<file path="src/rtl/core/bau_pkg.sv">
package bau_pkg;

   localparam int PRESSURE_FRAC_BITS = 8;
   localparam int PRESSURE_W = 25;
   localparam int ALT_W = 25;
   localparam int CFG_W = 17;

   localparam logic [1:0] CMD_ALT   = 2'd0;
   localparam logic [1:0] CMD_RECAL = 2'd1;
   localparam logic [1:0] CMD_SET   = 2'd2;

   localparam logic [0:0] REG_TEMP   = 1'd0;
   localparam logic [0:0] REG_WEIGHT = 1'd1;

   localparam logic [CFG_W-1:0] TEMP_RESET   = 17'd76006;
   localparam logic [CFG_W-1:0] WEIGHT_RESET = 17'd655;
   localparam logic [CFG_W-1:0] WEIGHT_ONE   = 17'd65536;

   localparam logic [PRESSURE_W-1:0] GROUND_RESET =
      PRESSURE_W'(64'd93690 << PRESSURE_FRAC_BITS);
   localparam logic [PRESSURE_W-1:0] GROUND_SEA_LEVEL =
      PRESSURE_W'(64'd101325 << PRESSURE_FRAC_BITS);

   localparam logic [31:0] EXPONENT_Q20 = 32'd199509;
   localparam logic [31:0] ALT_SCALE = 32'd2000;
   // ceil(2^34 / 13): x / 13 == (x * DIV_MAGIC) >> 34 for any 32-bit x
   localparam logic [31:0] DIV_MAGIC = 32'h4EC4EC4F;

   typedef struct packed {
      logic [1:0]            cmd;
      logic [PRESSURE_W-1:0] pressure;
   } job_type;

   typedef struct packed {
      logic [CFG_W-1:0] temp;
      logic [CFG_W-1:0] weight;
   } cfg_type;

   typedef struct packed {
      logic start;
      logic taken;
   } ctl_type;

   typedef struct packed {
      logic idle;
      logic done;
   } sts_type;

   typedef struct packed {
      logic [ALT_W-1:0]      altitude;
      logic                  error;
      logic [PRESSURE_W-1:0] ground;
   } result_type;

   function automatic logic [63:0] isqrt64(input logic [63:0] value);
      logic [63:0] v;
      logic [63:0] r;
      logic [63:0] b;
      v = value;
      r = 64'd0;
      b = 64'd1 << 62;
      for (int j = 0; j < 32; j++) begin
         if (v >= r + b) begin
            v = v - (r + b);
            r = (r >> 1) + b;
         end else begin
            r = r >> 1;
         end
         b = b >> 2;
      end
      return r;
   endfunction

   // 2^(2^-(k+1)) in Q.30, floor at each root
   function automatic logic [31:0] root_const(input int k);
      logic [63:0] r;
      r = isqrt64(64'd2 << 60);
      for (int j = 0; j < 24; j++) begin
         if (j < k) r = isqrt64(r << 30);
      end
      return r[31:0];
   endfunction

endpackage

</file>
<file path="src/rtl/core/bau_mul.sv">
module bau_mul (
   input  logic        clock,
   input  logic [31:0] op_a,
   input  logic [31:0] op_b,
   output logic [63:0] prod
);

   logic [63:0] prod_ff;
   logic [63:0] prod_in;

   assign prod_in = 64'(op_a) * 64'(op_b);

   always_ff @(posedge clock) begin
      prod_ff <= prod_in;
   end

   assign prod = prod_ff;

endmodule

</file>
<file path="src/rtl/core/bau_core.sv">
module bau_core (
   input  logic                clock,
   input  logic                reset,
   input  bau_pkg::ctl_type    ctl,
   input  bau_pkg::job_type    job,
   input  bau_pkg::cfg_type    cfg,
   output bau_pkg::sts_type    sts,
   output bau_pkg::result_type res
);

   localparam logic [4:0] S_IDLE     = 5'd0;
   localparam logic [4:0] S_LOG_INIT = 5'd1;
   localparam logic [4:0] S_LOG_MUL  = 5'd2;
   localparam logic [4:0] S_LOG_ACC  = 5'd3;
   localparam logic [4:0] S_Y_MUL    = 5'd4;
   localparam logic [4:0] S_Y_ACC    = 5'd5;
   localparam logic [4:0] S_EXP_MUL  = 5'd6;
   localparam logic [4:0] S_EXP_ACC  = 5'd7;
   localparam logic [4:0] S_SHIFT    = 5'd8;
   localparam logic [4:0] S_K_MUL    = 5'd9;
   localparam logic [4:0] S_K_ACC    = 5'd10;
   localparam logic [4:0] S_LO_MUL   = 5'd11;
   localparam logic [4:0] S_LO_ACC   = 5'd12;
   localparam logic [4:0] S_HI_MUL   = 5'd13;
   localparam logic [4:0] S_HI_ACC   = 5'd14;
   localparam logic [4:0] S_DIV_MUL  = 5'd15;
   localparam logic [4:0] S_ROUND    = 5'd16;
   localparam logic [4:0] S_EMA_A    = 5'd17;
   localparam logic [4:0] S_EMA_B    = 5'd18;
   localparam logic [4:0] S_EMA_C    = 5'd19;
   localparam logic [4:0] S_DONE     = 5'd20;
   localparam logic [4:0] S_DIV_ACC  = 5'd21;

   logic [4:0]  state_ff, state_in;
   logic [1:0]  cmd_ff, cmd_in;
   logic [24:0] p_ff, p_in;
   logic [24:0] g_ff, g_in;
   logic        phase_ff, phase_in;
   logic [30:0] m_ff, m_in;
   logic [28:0] r_ff, r_in;
   logic [28:0] l1_ff, l1_in;
   logic [5:0]  cnt_ff, cnt_in;
   logic        neg_ff, neg_in;
   logic [23:0] f_ff, f_in;
   logic [3:0]  ip_ff, ip_in;
   logic [31:0] acc_ff, acc_in;
   logic [36:0] mag_ff, mag_in;
   logic [27:0] k_ff, k_in;
   logic [63:0] num_ff, num_in;
   logic [3:0]  rem_ff, rem_in;
   logic [24:0] alt_ff, alt_in;
   logic        err_ff, err_in;

   logic [31:0] mul_a, mul_b;
   logic [63:0] prod;
   logic [31:0] root_tab [24];

   logic [24:0] log_x;
   logic [4:0]  lod_n;
   logic [30:0] log_m0;
   logic [31:0] sq;
   logic [29:0] diff;
   logic [28:0] dmag;
   logic [47:0] ysum;
   logic [27:0] yv;
   logic [62:0] esum;
   logic [2:0]  lsh;
   logic [3:0]  rsh;
   logic [36:0] pw;
   logic [36:0] one_q30;
   logic [19:0] dx;
   logic [15:0] dq;
   logic [19:0] d13;
   logic [19:0] drem;
   logic [64:0] rsum;
   logic [34:0] qv;
   logic [16:0] wa;
   logic [16:0] wb;
   logic [63:0] emasum;

   bau_mul u_mul (
      .clock (clock),
      .op_a  (mul_a),
      .op_b  (mul_b),
      .prod  (prod)
   );

   for (genvar g = 0; g < 24; g++) begin : g_root
      localparam logic [31:0] ROOT = bau_pkg::root_const(23 - g);
      assign root_tab[g] = ROOT;
   end

   assign log_x = phase_ff ? g_ff : p_ff;

   always_comb begin
      lod_n = 5'd0;
      for (int i = 0; i < 25; i++) begin
         if (log_x[i]) lod_n = 5'(i);
      end
   end

   assign log_m0  = {6'd0, log_x} << (5'd30 - lod_n);
   assign sq      = prod[61:30];
   assign diff    = {1'b0, l1_ff} - {1'b0, r_ff};
   assign dmag    = diff[29] ? 29'(-diff) : diff[28:0];
   assign ysum    = prod[47:0] + (48'd1 << 19);
   assign yv      = neg_ff ? -{1'b0, ysum[46:20]} : {1'b0, ysum[46:20]};
   assign esum    = prod[62:0] + (63'd1 << 29);
   assign lsh     = (ip_ff > 4'd5) ? 3'd5 : ip_ff[2:0];
   assign rsh     = 4'(-ip_ff);
   assign pw      = ip_ff[3] ? ({5'd0, acc_ff} >> rsh) : ({5'd0, acc_ff} << lsh);
   assign one_q30 = 37'd1 << 30;
   assign dx      = {rem_ff, num_ff[63:48]};
   assign dq      = prod[49:34];
   assign d13     = ({4'd0, dq} << 3) + ({4'd0, dq} << 2) + {4'd0, dq};
   assign drem    = dx - d13;
   assign rsum    = {1'b0, num_ff} + (65'd1 << 29);
   assign qv      = rsum[64:30];
   assign wa      = (cfg.weight > bau_pkg::WEIGHT_ONE) ? bau_pkg::WEIGHT_ONE : cfg.weight;
   assign wb      = bau_pkg::WEIGHT_ONE - wa;
   assign emasum  = num_ff + prod + 64'd32768;

   always_comb begin
      state_in = state_ff;
      cmd_in   = cmd_ff;
      p_in     = p_ff;
      g_in     = g_ff;
      phase_in = phase_ff;
      m_in     = m_ff;
      r_in     = r_ff;
      l1_in    = l1_ff;
      cnt_in   = cnt_ff;
      neg_in   = neg_ff;
      f_in     = f_ff;
      ip_in    = ip_ff;
      acc_in   = acc_ff;
      mag_in   = mag_ff;
      k_in     = k_ff;
      num_in   = num_ff;
      rem_in   = rem_ff;
      alt_in   = alt_ff;
      err_in   = err_ff;
      mul_a    = 32'd0;
      mul_b    = 32'd0;
      case (state_ff)
         S_IDLE: begin
            if (ctl.start) begin
               cmd_in = job.cmd;
               p_in   = job.pressure;
               alt_in = 25'd0;
               err_in = 1'b0;
               case (job.cmd)
                  bau_pkg::CMD_ALT: begin
                     if (job.pressure == 25'd0 || g_ff == 25'd0) begin
                        err_in   = 1'b1;
                        state_in = S_DONE;
                     end else begin
                        phase_in = 1'b0;
                        state_in = S_LOG_INIT;
                     end
                  end
                  bau_pkg::CMD_RECAL: begin
                     if (job.pressure == 25'd0) begin
                        state_in = S_DONE;
                     end else if (g_ff == bau_pkg::GROUND_SEA_LEVEL) begin
                        g_in     = job.pressure;
                        state_in = S_DONE;
                     end else begin
                        state_in = S_EMA_A;
                     end
                  end
                  bau_pkg::CMD_SET: begin
                     if (job.pressure != 25'd0) g_in = job.pressure;
                     state_in = S_DONE;
                  end
                  default: begin
                     state_in = S_DONE;
                  end
               endcase
            end
         end
         S_LOG_INIT: begin
            m_in     = log_m0;
            r_in     = {lod_n, 24'd0};
            cnt_in   = 6'd23;
            state_in = S_LOG_MUL;
         end
         S_LOG_MUL: begin
            mul_a    = {1'b0, m_ff};
            mul_b    = {1'b0, m_ff};
            state_in = S_LOG_ACC;
         end
         S_LOG_ACC: begin
            if (sq[31]) begin
               m_in = sq[31:1];
               r_in = r_ff | (29'd1 << cnt_ff[4:0]);
            end else begin
               m_in = sq[30:0];
            end
            if (cnt_ff == 6'd0) begin
               if (!phase_ff) begin
                  l1_in    = r_in;
                  phase_in = 1'b1;
                  state_in = S_LOG_INIT;
               end else begin
                  state_in = S_Y_MUL;
               end
            end else begin
               cnt_in   = cnt_ff - 6'd1;
               state_in = S_LOG_MUL;
            end
         end
         S_Y_MUL: begin
            mul_a    = {3'd0, dmag};
            mul_b    = bau_pkg::EXPONENT_Q20;
            neg_in   = diff[29];
            state_in = S_Y_ACC;
         end
         S_Y_ACC: begin
            f_in     = yv[23:0];
            ip_in    = yv[27:24];
            acc_in   = 32'd1 << 30;
            cnt_in   = 6'd23;
            state_in = S_EXP_MUL;
         end
         S_EXP_MUL: begin
            if (f_ff[cnt_ff[4:0]]) begin
               mul_a    = acc_ff;
               mul_b    = root_tab[cnt_ff[4:0]];
               state_in = S_EXP_ACC;
            end else if (cnt_ff == 6'd0) begin
               state_in = S_SHIFT;
            end else begin
               cnt_in = cnt_ff - 6'd1;
            end
         end
         S_EXP_ACC: begin
            acc_in = esum[61:30];
            if (cnt_ff == 6'd0) begin
               state_in = S_SHIFT;
            end else begin
               cnt_in   = cnt_ff - 6'd1;
               state_in = S_EXP_MUL;
            end
         end
         S_SHIFT: begin
            if (pw <= one_q30) begin
               mag_in = one_q30 - pw;
               neg_in = 1'b0;
            end else begin
               mag_in = pw - one_q30;
               neg_in = 1'b1;
            end
            state_in = S_K_MUL;
         end
         S_K_MUL: begin
            mul_a    = {15'd0, cfg.temp};
            mul_b    = bau_pkg::ALT_SCALE;
            state_in = S_K_ACC;
         end
         S_K_ACC: begin
            k_in     = prod[27:0];
            state_in = S_LO_MUL;
         end
         S_LO_MUL: begin
            mul_a    = mag_ff[31:0];
            mul_b    = {4'd0, k_ff};
            state_in = S_LO_ACC;
         end
         S_LO_ACC: begin
            num_in   = prod;
            state_in = S_HI_MUL;
         end
         S_HI_MUL: begin
            mul_a    = {27'd0, mag_ff[36:32]};
            mul_b    = {4'd0, k_ff};
            state_in = S_HI_ACC;
         end
         S_HI_ACC: begin
            num_in   = num_ff + {prod[31:0], 32'd0};
            rem_in   = 4'd0;
            cnt_in   = 6'd3;
            state_in = S_DIV_MUL;
         end
         S_DIV_MUL: begin
            mul_a    = {12'd0, dx};
            mul_b    = bau_pkg::DIV_MAGIC;
            state_in = S_DIV_ACC;
         end
         S_DIV_ACC: begin
            rem_in = drem[3:0];
            num_in = {num_ff[47:0], dq};
            if (cnt_ff == 6'd0) begin
               state_in = S_ROUND;
            end else begin
               cnt_in   = cnt_ff - 6'd1;
               state_in = S_DIV_MUL;
            end
         end
         S_ROUND: begin
            if (neg_ff) begin
               alt_in = (qv > 35'd16777216) ? 25'h1000000 : 25'(-qv);
            end else begin
               alt_in = (qv > 35'd16777215) ? 25'hFFFFFF : qv[24:0];
            end
            state_in = S_DONE;
         end
         S_EMA_A: begin
            mul_a    = {15'd0, wa};
            mul_b    = {7'd0, p_ff};
            state_in = S_EMA_B;
         end
         S_EMA_B: begin
            num_in   = prod;
            mul_a    = {15'd0, wb};
            mul_b    = {7'd0, g_ff};
            state_in = S_EMA_C;
         end
         S_EMA_C: begin
            g_in     = emasum[40:16];
            state_in = S_DONE;
         end
         S_DONE: begin
            if (ctl.taken) state_in = S_IDLE;
         end
         default: begin
            state_in = S_IDLE;
         end
      endcase
   end

   always_ff @(posedge clock) begin
      if (reset) begin
         state_ff <= S_IDLE;
         g_ff     <= bau_pkg::GROUND_RESET;
      end else begin
         state_ff <= state_in;
         g_ff     <= g_in;
      end
   end

   always_ff @(posedge clock) begin
      cmd_ff   <= cmd_in;
      p_ff     <= p_in;
      phase_ff <= phase_in;
      m_ff     <= m_in;
      r_ff     <= r_in;
      l1_ff    <= l1_in;
      cnt_ff   <= cnt_in;
      neg_ff   <= neg_in;
      f_ff     <= f_in;
      ip_ff    <= ip_in;
      acc_ff   <= acc_in;
      mag_ff   <= mag_in;
      k_ff     <= k_in;
      num_ff   <= num_in;
      rem_ff   <= rem_in;
      alt_ff   <= alt_in;
      err_ff   <= err_in;
   end

   assign sts.idle     = (state_ff == S_IDLE);
   assign sts.done     = (state_ff == S_DONE);
   assign res.altitude = alt_ff;
   assign res.error    = err_ff;
   assign res.ground   = g_ff;

   a_hold_done: assert property (@(posedge clock) disable iff (reset)
      (state_ff == S_DONE && !ctl.taken) |=> (state_ff == S_DONE))
      else $error("result dropped before it was taken");

   a_start_idle: assert property (@(posedge clock) disable iff (reset)
      ctl.start |-> (state_ff == S_IDLE))
      else $error("start outside idle");

   a_err_zero: assert property (@(posedge clock) disable iff (reset)
      (state_ff == S_DONE && err_ff) |-> (alt_ff == 25'd0 && cmd_ff == bau_pkg::CMD_ALT))
      else $error("error with nonzero altitude");

   a_other_cmd: assert property (@(posedge clock) disable iff (reset)
      (state_ff == S_DONE && cmd_ff != bau_pkg::CMD_ALT) |-> (alt_ff == 25'd0 && !err_ff))
      else $error("altitude or error set for a non-altitude command");

endmodule

</file>
<file path="src/rtl/core/barometric_altitude_unit.sv">
// Barometric altitude unit.
// req channel: tuser carries the command (0 altitude, 1 recalibrate, 2 set
// ground pressure), tdata the pressure in 1/256 Pa. rsp channel: one beat per
// request; tdata carries the altitude in 1/256 m (signed, saturated) and the
// ground pressure after the request, tuser the error flag.
// csr channel: index 0 writes ground temperature (1/256 K), index 1 the
// moving average weight (Q1.16); always ready, write only while idle.
// One request is processed at a time; req_tready is low while it runs.
// An altitude request runs two 24-step log2 loops and a 24-step exp2 loop
// on the shared 32x32 multiplier, then a divide by 13 in four 16-bit
// reciprocal-multiply steps.
// The rsp beat sits in an output register; the core may start the next
// request while it waits, and holds its own result if the register is full.
// Reset (synchronous) restores the ground pressure to 93690 Pa, the
// registers to their defaults and drops any pending beat.
module barometric_altitude_unit (
   input  logic        clock,
   input  logic        reset,
   input  logic        req_tvalid,
   output logic        req_tready,
   input  logic [31:0] req_tdata,   // pressure[24:0], zero pad
   input  logic [1:0]  req_tuser,   // command[1:0]
   output logic        rsp_tvalid,
   input  logic        rsp_tready,
   output logic [55:0] rsp_tdata,   // altitude[24:0], ground_pressure_now[49:25], zero pad
   output logic        rsp_tuser,   // error[0]
   input  logic        csr_valid,
   output logic        csr_ready,
   input  logic [0:0]  csr_index,
   input  logic [16:0] csr_data
);

   logic [16:0] temp_ff, temp_in;
   logic [16:0] weight_ff, weight_in;
   logic        rsp_valid_ff, rsp_valid_in;
   bau_pkg::result_type rsp_ff, rsp_in;

   bau_pkg::ctl_type    ctl;
   bau_pkg::sts_type    sts;
   bau_pkg::job_type    job;
   bau_pkg::cfg_type    cfg;
   bau_pkg::result_type res;
   logic                take;

   assign csr_ready = 1'b1;
   assign req_tready = sts.idle;

   assign job.cmd      = req_tuser;
   assign job.pressure = req_tdata[24:0];
   assign cfg.temp     = temp_ff;
   assign cfg.weight   = weight_ff;

   assign take      = sts.done && (!rsp_valid_ff || rsp_tready);
   assign ctl.start = req_tvalid && req_tready;
   assign ctl.taken = take;

   bau_core u_core (
      .clock (clock),
      .reset (reset),
      .ctl   (ctl),
      .job   (job),
      .cfg   (cfg),
      .sts   (sts),
      .res   (res)
   );

   always_comb begin
      temp_in   = temp_ff;
      weight_in = weight_ff;
      if (csr_valid && csr_ready) begin
         case (csr_index)
            bau_pkg::REG_TEMP:   temp_in = csr_data;
            bau_pkg::REG_WEIGHT: weight_in = csr_data;
            default: begin
               temp_in = temp_ff;
            end
         endcase
      end
      rsp_in = rsp_ff;
      if (take) begin
         rsp_valid_in = 1'b1;
         rsp_in       = res;
      end else if (rsp_tready) begin
         rsp_valid_in = 1'b0;
      end else begin
         rsp_valid_in = rsp_valid_ff;
      end
   end

   always_ff @(posedge clock) begin
      if (reset) begin
         temp_ff      <= bau_pkg::TEMP_RESET;
         weight_ff    <= bau_pkg::WEIGHT_RESET;
         rsp_valid_ff <= 1'b0;
      end else begin
         temp_ff      <= temp_in;
         weight_ff    <= weight_in;
         rsp_valid_ff <= rsp_valid_in;
      end
   end

   always_ff @(posedge clock) begin
      rsp_ff <= rsp_in;
   end

   assign rsp_tvalid = rsp_valid_ff;
   assign rsp_tdata  = {6'd0, rsp_ff.ground, rsp_ff.altitude};
   assign rsp_tuser  = rsp_ff.error;

endmodule
</file>
<file path="config.mk">
export PLATFORM = sky130hd
export DESIGN_NAME = barometric_altitude_unit
export DESIGN_NICKNAME = d
export VERILOG_FILES = /design/src/rtl/core/bau_pkg.sv /design/src/rtl/core/bau_mul.sv /design/src/rtl/core/bau_core.sv /design/src/rtl/core/barometric_altitude_unit.sv
export SDC_FILE = /design/constraint.sdc
export NUM_CORES = 2
export LEC_CHECK = 0
export ABC_CLOCK_PERIOD_IN_PS = 11500
export BUFFER_PORTS_ARGS = -buffer_cell sky130_fd_sc_hd__clkbuf_2
export CORE_ASPECT_RATIO = 1.2
export CORE_MARGIN = 3
export CORE_UTILIZATION = 50
export CTS_BUF_LIST = sky130_fd_sc_hd__clkbuf_16
export DETAILED_ROUTE_END_ITERATION = 6
export GPL_TIMING_DRIVEN = 0
export PLACE_DENSITY_LB_ADDON = 0.08
export SYNTH_ARGS = -nofsm -noshare
export SYNTH_HDL_FRONTEND = slang
export SYNTH_SLANG_ARGS = --single-unit
</file>
<file path="constraint.sdc">
create_clock -name clock -period 11.5 [get_ports clock]
set_input_delay 1.725 -clock clock [delete_from_list [all_inputs] [get_ports clock]]
set_output_delay 1.725 -clock clock [all_outputs]
set_load 0.05 [all_outputs]
</file>
# Word-level counts from Yosys, hierarchy flattened
# Memories as Yosys holds them, arrays and structs flattened.
# Cells that the tools add are included.
# word_totals
register_bits	521
memories	1
word_cells	215
rom_bits	1024
latchBits	0
mem_bits_rw	0
# mem_list
memory	words	word_bits	read_ports	rd_ports_with_merged_regs	write_ports	line_no	text
(no name shown)	32	32	1	0	0	bau_core.sv:229	mul_b = root_tab[cnt_ff[4:0]];
# classes
addsub	19
n_div	0
n_reduce_logical	35
bitwise	4
muxes	83
n_shift	4
mul	1
n_eq_ne	35
magnitude_cmp	7
# op_table
cell	count
case mux 32 bit (9 select lines)	1
case mux 32 bit (8 select lines)	1
two-way mux 25 bit	9
case mux 64 bit (3 select lines)	1
two-way mux 5 bit	30
case mux 25 bit (2 select lines)	3
two-way mux 32 bit	4
case mux 5 bit (21 select lines)	1
two-way mux 37 bit	2
adder 64 x 30 -> 65 bit (second input constant)	1
adder 64 bit	1
multiplier 32 x 32 -> 64 bit	1
case mux 32 bit (2 select lines)	1
adder 62 x 30 -> 62 bit (second input constant)	1
case mux 31 bit (2 select lines)	1
two-way mux 29 bit	2
case mux 29 bit (2 select lines)	1
logical NOT 25 bit	2
adder 47 x 20 -> 47 bit (second input constant)	1
adder 41 x 16 -> 41 bit (second input constant)	1
adder 41 bit	1
== test 5 x 4 -> 1 bit (second input constant)	8
less-or-equal comparator 37 x 31 -> 1 bit (second input constant)	1
<< shifter 32 x 3 -> 37 bit	1
64 further kinds	112

# Depth between registers and ports, before layout
# logic_depth
word_depth	28
ltp_mapped	45
depth_no_buf	42

# By module
# From an unflattened synthesis, not the netlist that was laid out.
# hier_totals
hier_cells	7661
area_unflattened_um2	70383.8
# by_module_without_submodules
mod	seq_area_each_um2	n_inst	cells_each	area_per_inst_um2
bau_mul	1281.2	1	3781	34548.1
bau_core	10840.4	1	3674	32758.9
barometric_altitude_unit	2232.1	1	206	3076.7

# Worst setup path before layout
# Ideal clock, no wire load.
# synth_timing
path_kind	flip-flop to flip-flop
from	reg u_core.r_ff[1]
to	reg u_core.u_mul.prod_ff[61], in the netlist u_core.u_mul.prod[61]
arrival_ns	10.757
required_time_ns	11.428
synth_period_minus_slack_ns	10.829
path_slack_ns	0.671
stages_incl_launch_ff	41
cell_sequence	edfxtp_1 -> inv_1 -> ha_1 -> nor2b_4 -> o2111a_1 -> or4_4 -> a221oi_2 -> or3b_4 -> nor4_4 -> nand4_1 -> o31ai_1 -> mux2_2 -> and2_4 -> buf_8 -> buf_8 -> nor2_1 -> fa_1 -> fa_1 -> (+5 left out) -> fa_1 -> fa_1 -> inv_1 -> fa_1 -> inv_1 -> ha_1 -> clkbuf_1 -> a21oi_1 -> o21ai_0 -> o31a_1 -> o21ba_2 -> a311oi_1 -> nor3_1 -> o2111ai_1 -> nand2_1 -> a221o_1 -> a21oi_1 -> xnor2_1
# synth_via
elab_chain_len	5
# synth_rtl
element	line_no	text
from (decl)	bau_core.sv:40	logic [28:0] r_ff, r_in;
from (signal assigned)	bau_core.sv:347	r_ff <= r_in;
subtractor 29 x 29 -> 30 bit *	bau_core.sv:104	assign diff = {1'b0, l1_ff} - {1'b0, r_ff};
negator 29 bit	bau_core.sv:105	assign dmag = diff[29] ? 29'(-diff) : diff[28:0];
two-way mux 29 bit *	bau_core.sv:105	
case mux 32 bit (9 select lines) *	bau_core.sv:145	case (state_ff)
multiplier 32 x 32 -> 64 bit *	bau_mul.sv:11	assign prod_in = 64'(op_a) * 64'(op_b);
named net u_core.u_mul.prod_in[61]	bau_mul.sv:9	logic [63:0] prod_in;
to (signal assigned)	bau_mul.sv:14	prod_ff <= prod_in;
to (decl)	bau_mul.sv:8	logic [63:0] prod_ff;
# Mark *: on every way through the listed nets, which the timed path passes. The rest lies on a longest branch.
# A chain may end at the register's enable or synchronous reset.

# Worst setup path in the final report
# layout_timing
from	reg u_core.r_ff[1]
to	reg u_core.u_mul.prod_ff[63], in the netlist u_core.u_mul.prod[63]
# Same word-level chain as after synthesis.

==> out/metrics.yaml <==
tightest_slew_ns: 1.46
fp.dieH_microns: 414
synth_cell_types: 116
cts_hold_buf: 0
numPortBuffers: 101
synth_area_leader_cell: "fa_1"
synth_ff_type: "edfxtp_1"
avgSynthCellArea_sq_um: 8.93
synth.top_cell.area_share: 0.251
grt_use_met1: 0.527
cap_violations: 0
drt_iter0_markers: 7513
skew_ns: 0.0566
start_util: 0.505
grt_overflow_total: 0
rsz0062_at_grt: "yes"
syn_area_sq_mm: 0.0695
cts_buffer_depth: 3
drt-total-wl_microns: 335000
dp_slack_ns: -3.23
setup_ws_ns: -0.315
dieWidth_microns: 346
report.final.slew_viol_count: 0
power.share.combinational: 0.739
crit_slowest_cell: "fa_1"
p_sw_frac: 0.559
ys_seq_area_frac: 0.206
vias_per_cell: 6.43
grt_pass1_wl_microns: 469000
status: "finished with violations"
synth_area_leaders: "fa_1, edfxtp_1, ha_1"
ant_nets: 0
worstSetupPathType: "reg -> reg"
core_area_sq_mm: 0.138
io_pins: 117
violations: "design-rule violations, negative setup slack"
crit_top_cell: "fa_1"
ys_warn_count: 0
fin_crit_sh: 1.03
max-slew-margin-rel: 0.0230
fin_area_sq_mm: 0.0792
cp_max_fo: 6
numCtsBuffers: 58
critPathMaxStageDelay_ns: 0.59
seqPwrFrac: 0.155
power.switching_uw: 10700
worstPathArrival_ns: 12.37
post_drt_wl_per_cell_microns: 33.5
ctsHtreeMaxLevel: 2
leakage_uw: 0.0342
p_total_uw: 19100
fp-row-count: 149
finalHoldViolCount: 0
grt_use_met3: 0.127
synth_edf_count: 392
dr_total_vias: 64312
synth-seq-cells: 521
synthTopCellsByCount: "inv_1, nand2_1, fa_1, nor2_1, ha_1"
clk_latency_ns: 0.73
synthMostInstantiatedCell: "inv_1"
clkTransAtPathRegs_ns: 0.06
setup_viol: 5
drt_first_pass_iters: 7
cts_tree: "built"
area_growth_pct: 14.0
powerDensity_mw_per_mm2: 241
grt_use_total: 0.460
gp_congestion: 1.14
max-vdd-ir-drop_uv: 215
required_ns: 12.06
gr-usage-met2: 0.698
antenna_found_initial: 30
clock-root-buffer: "clkbuf_16"
async_flop_share: 0
placed_area_sq_mm: 0.0731
grt_pass1_vias: 64084
p_int_uw: 8410
dp_hpwl_microns: 269000
hp-class: "reg -> reg"
die_area_sq_mm: 0.144
clock_power_share: 0.106
busiest_layer: "met2"
critPathCaptureType: "flip-flop"
fin_crit_ns: 11.81
start_kind: "flip-flop"
multi_input_area_sq_mm: 0.0515
fillers: 12306
synthCells: 7785
final_nets: 9523
fmax_mhz: 84.6
drive_gt1_frac: 0.129
seqCellArea_sq_mm: 0.0144
cts.sinks: 521
drc: 4
grt_max_degree: 33
-- state kept, by name, indices dropped and copies added, names as in the netlist, 6 cells and up --
signal	count
u_core.alt_ff	25
u_core.mag_ff	37
u_core.m_ff	31
weight_ff	17
u_core.r_ff	29
u_core.cnt_ff	6
u_core.f_ff	24
rsp_tdata	50
u_core.num_ff	64
u_core.p_ff	25
u_core.l1_ff	29
u_core.k_ff	28
u_core.u_mul.prod	64
temp_ff	17
u_core.g_ff	25
u_core.acc_ff	32
-- through the flow --
step | TNS (ns) | hold WS [ns] | util | instances
floorplan | 0 | 0.400 | - | 7791
global placement | -174.69 | 0.402 | 0.525 | 9704
detailed placement | -89.33 | 0.405 | 0.530 | 9751
CTS | 0 | 0.419 | 0.566 | 9948
global route | -2.51 | 0.426 | 0.575 | 10003
finish | -0.913 | 0.418 | 0.575 | 10008
-- timing repair --
item,4_1_cts,5_1_grt
buffers inserted,106,55
resized for setup,502,187
hold endpoints to repair,0,0
gates cloned,0,1
endpoints found under the setup margin,49,30
pin swaps,95,127
-- power groups by stage --
stage          logic, uW  registers (uW)  clock network, uW
5_1_grt            14800            2940               2080
3_3_place_gp       11700            2970                  0
6_report           14100            2960               2020
2_1_floorplan       7040            2690                  0
4_1_cts            12900            2920               2030
3_5_place_dp       11800            2950                  0
-- logic make-up after synthesis --
family                     count (synthesis)  share of synthesized area
adders and majority gates               1325                      0.332
xor gates and xnor gates                 319                     0.0402
AOI/OAI and AO/OA                       1366                      0.132
and+or+nand+nor                         2430                      0.156
other                                      2                   0.000108
buffers and inverters                   1591                     0.0885
DFF                                      521                      0.206
muxes                                    231                     0.0435
-- worst max-delay path, delay by kind of cell (launching register included) --
| kind | cells | cell delay [ns] |
|---|---|---|
| AO/OA/AOI/OAI | 12 | 3.32 |
| XOR/XNOR | 1 | 0.20 |
| adder cells (fa/ha/maj) | 10 | 4.68 |
| buffers and inverters | 11 | 1.28 |
| flip-flops | 1 | 0.41 |
| AND/OR/NAND/NOR | 7 | 1.73 |
-- layout make-up --
class / count / share of cell area
Multi-Input combinational cell: 5679 / 0.649
Sequential cell: 521 / 0.181
Inverter: 1149 / 0.0545
Timing Repair Buffer: 310 / 0.0314
Buffer: 422 / 0.0292
Tap cell: 1812 / 0.0286
Clock buffer: 62 / 0.0196
Clock inverter: 48 / 0.00613
Antenna cell: 5 / 0.000158
-- placed cells by master (no fill, tap or decap), types with 42 or more instances in the layout --
| cell | count |
|---|---|
| and3_1 | 51 |
| a22oi_1 | 93 |
| nor2b_1 | 45 |
| nand2_1 | 924 |
| a21o_1 | 89 |
| buf_4 | 174 |
| ha_1 | 426 |
| xor2_1 | 119 |
| dfxtp_1 | 129 |
| clkbuf_2 | 175 |
| mux2i_1 | 139 |
| and2_1 | 83 |
| a31oi_1 | 43 |
| nand3_1 | 155 |
| mux4_2 | 53 |
| nand2b_1 | 55 |
| clkbuf_1 | 213 |
| o22ai_1 | 46 |
| nand4_1 | 57 |
| a211oi_1 | 42 |
| nor3_1 | 100 |
| o21ai_0 | 216 |
| inv_1 | 1136 |
| clkbuf_16 | 65 |
| edfxtp_1 | 392 |
| nor2_1 | 744 |
| a21oi_1 | 302 |
| fa_1 | 838 |
| xnor2_1 | 167 |
-- layer usage --
| metal | part of all wire | routed length [microns] |
|---|---|---|
| met1 | 0.34 | 114000 |
| met2 | 0.43 | 145000 |
| met3 | 0.11 | 35900 |
| met4 | 0.12 | 40100 |
| met5 | 0.00041 | 138 |
-- path summary, 6_finish.rpt --
check             cells past startpoint  slack, ns              start                    end
setup reg to reg                     41      -0.31     u_core.r_ff[1]  u_core.u_mul.prod[63]
hold reg to reg                       0       0.42  u_core.alt_ff[11]          rsp_tdata[11]
setup / recovery                     41      -0.31     u_core.r_ff[1]  u_core.u_mul.prod[63]
hold / removal                        0       0.42  u_core.alt_ff[11]          rsp_tdata[11]
(Power assumes the default switching activity.)
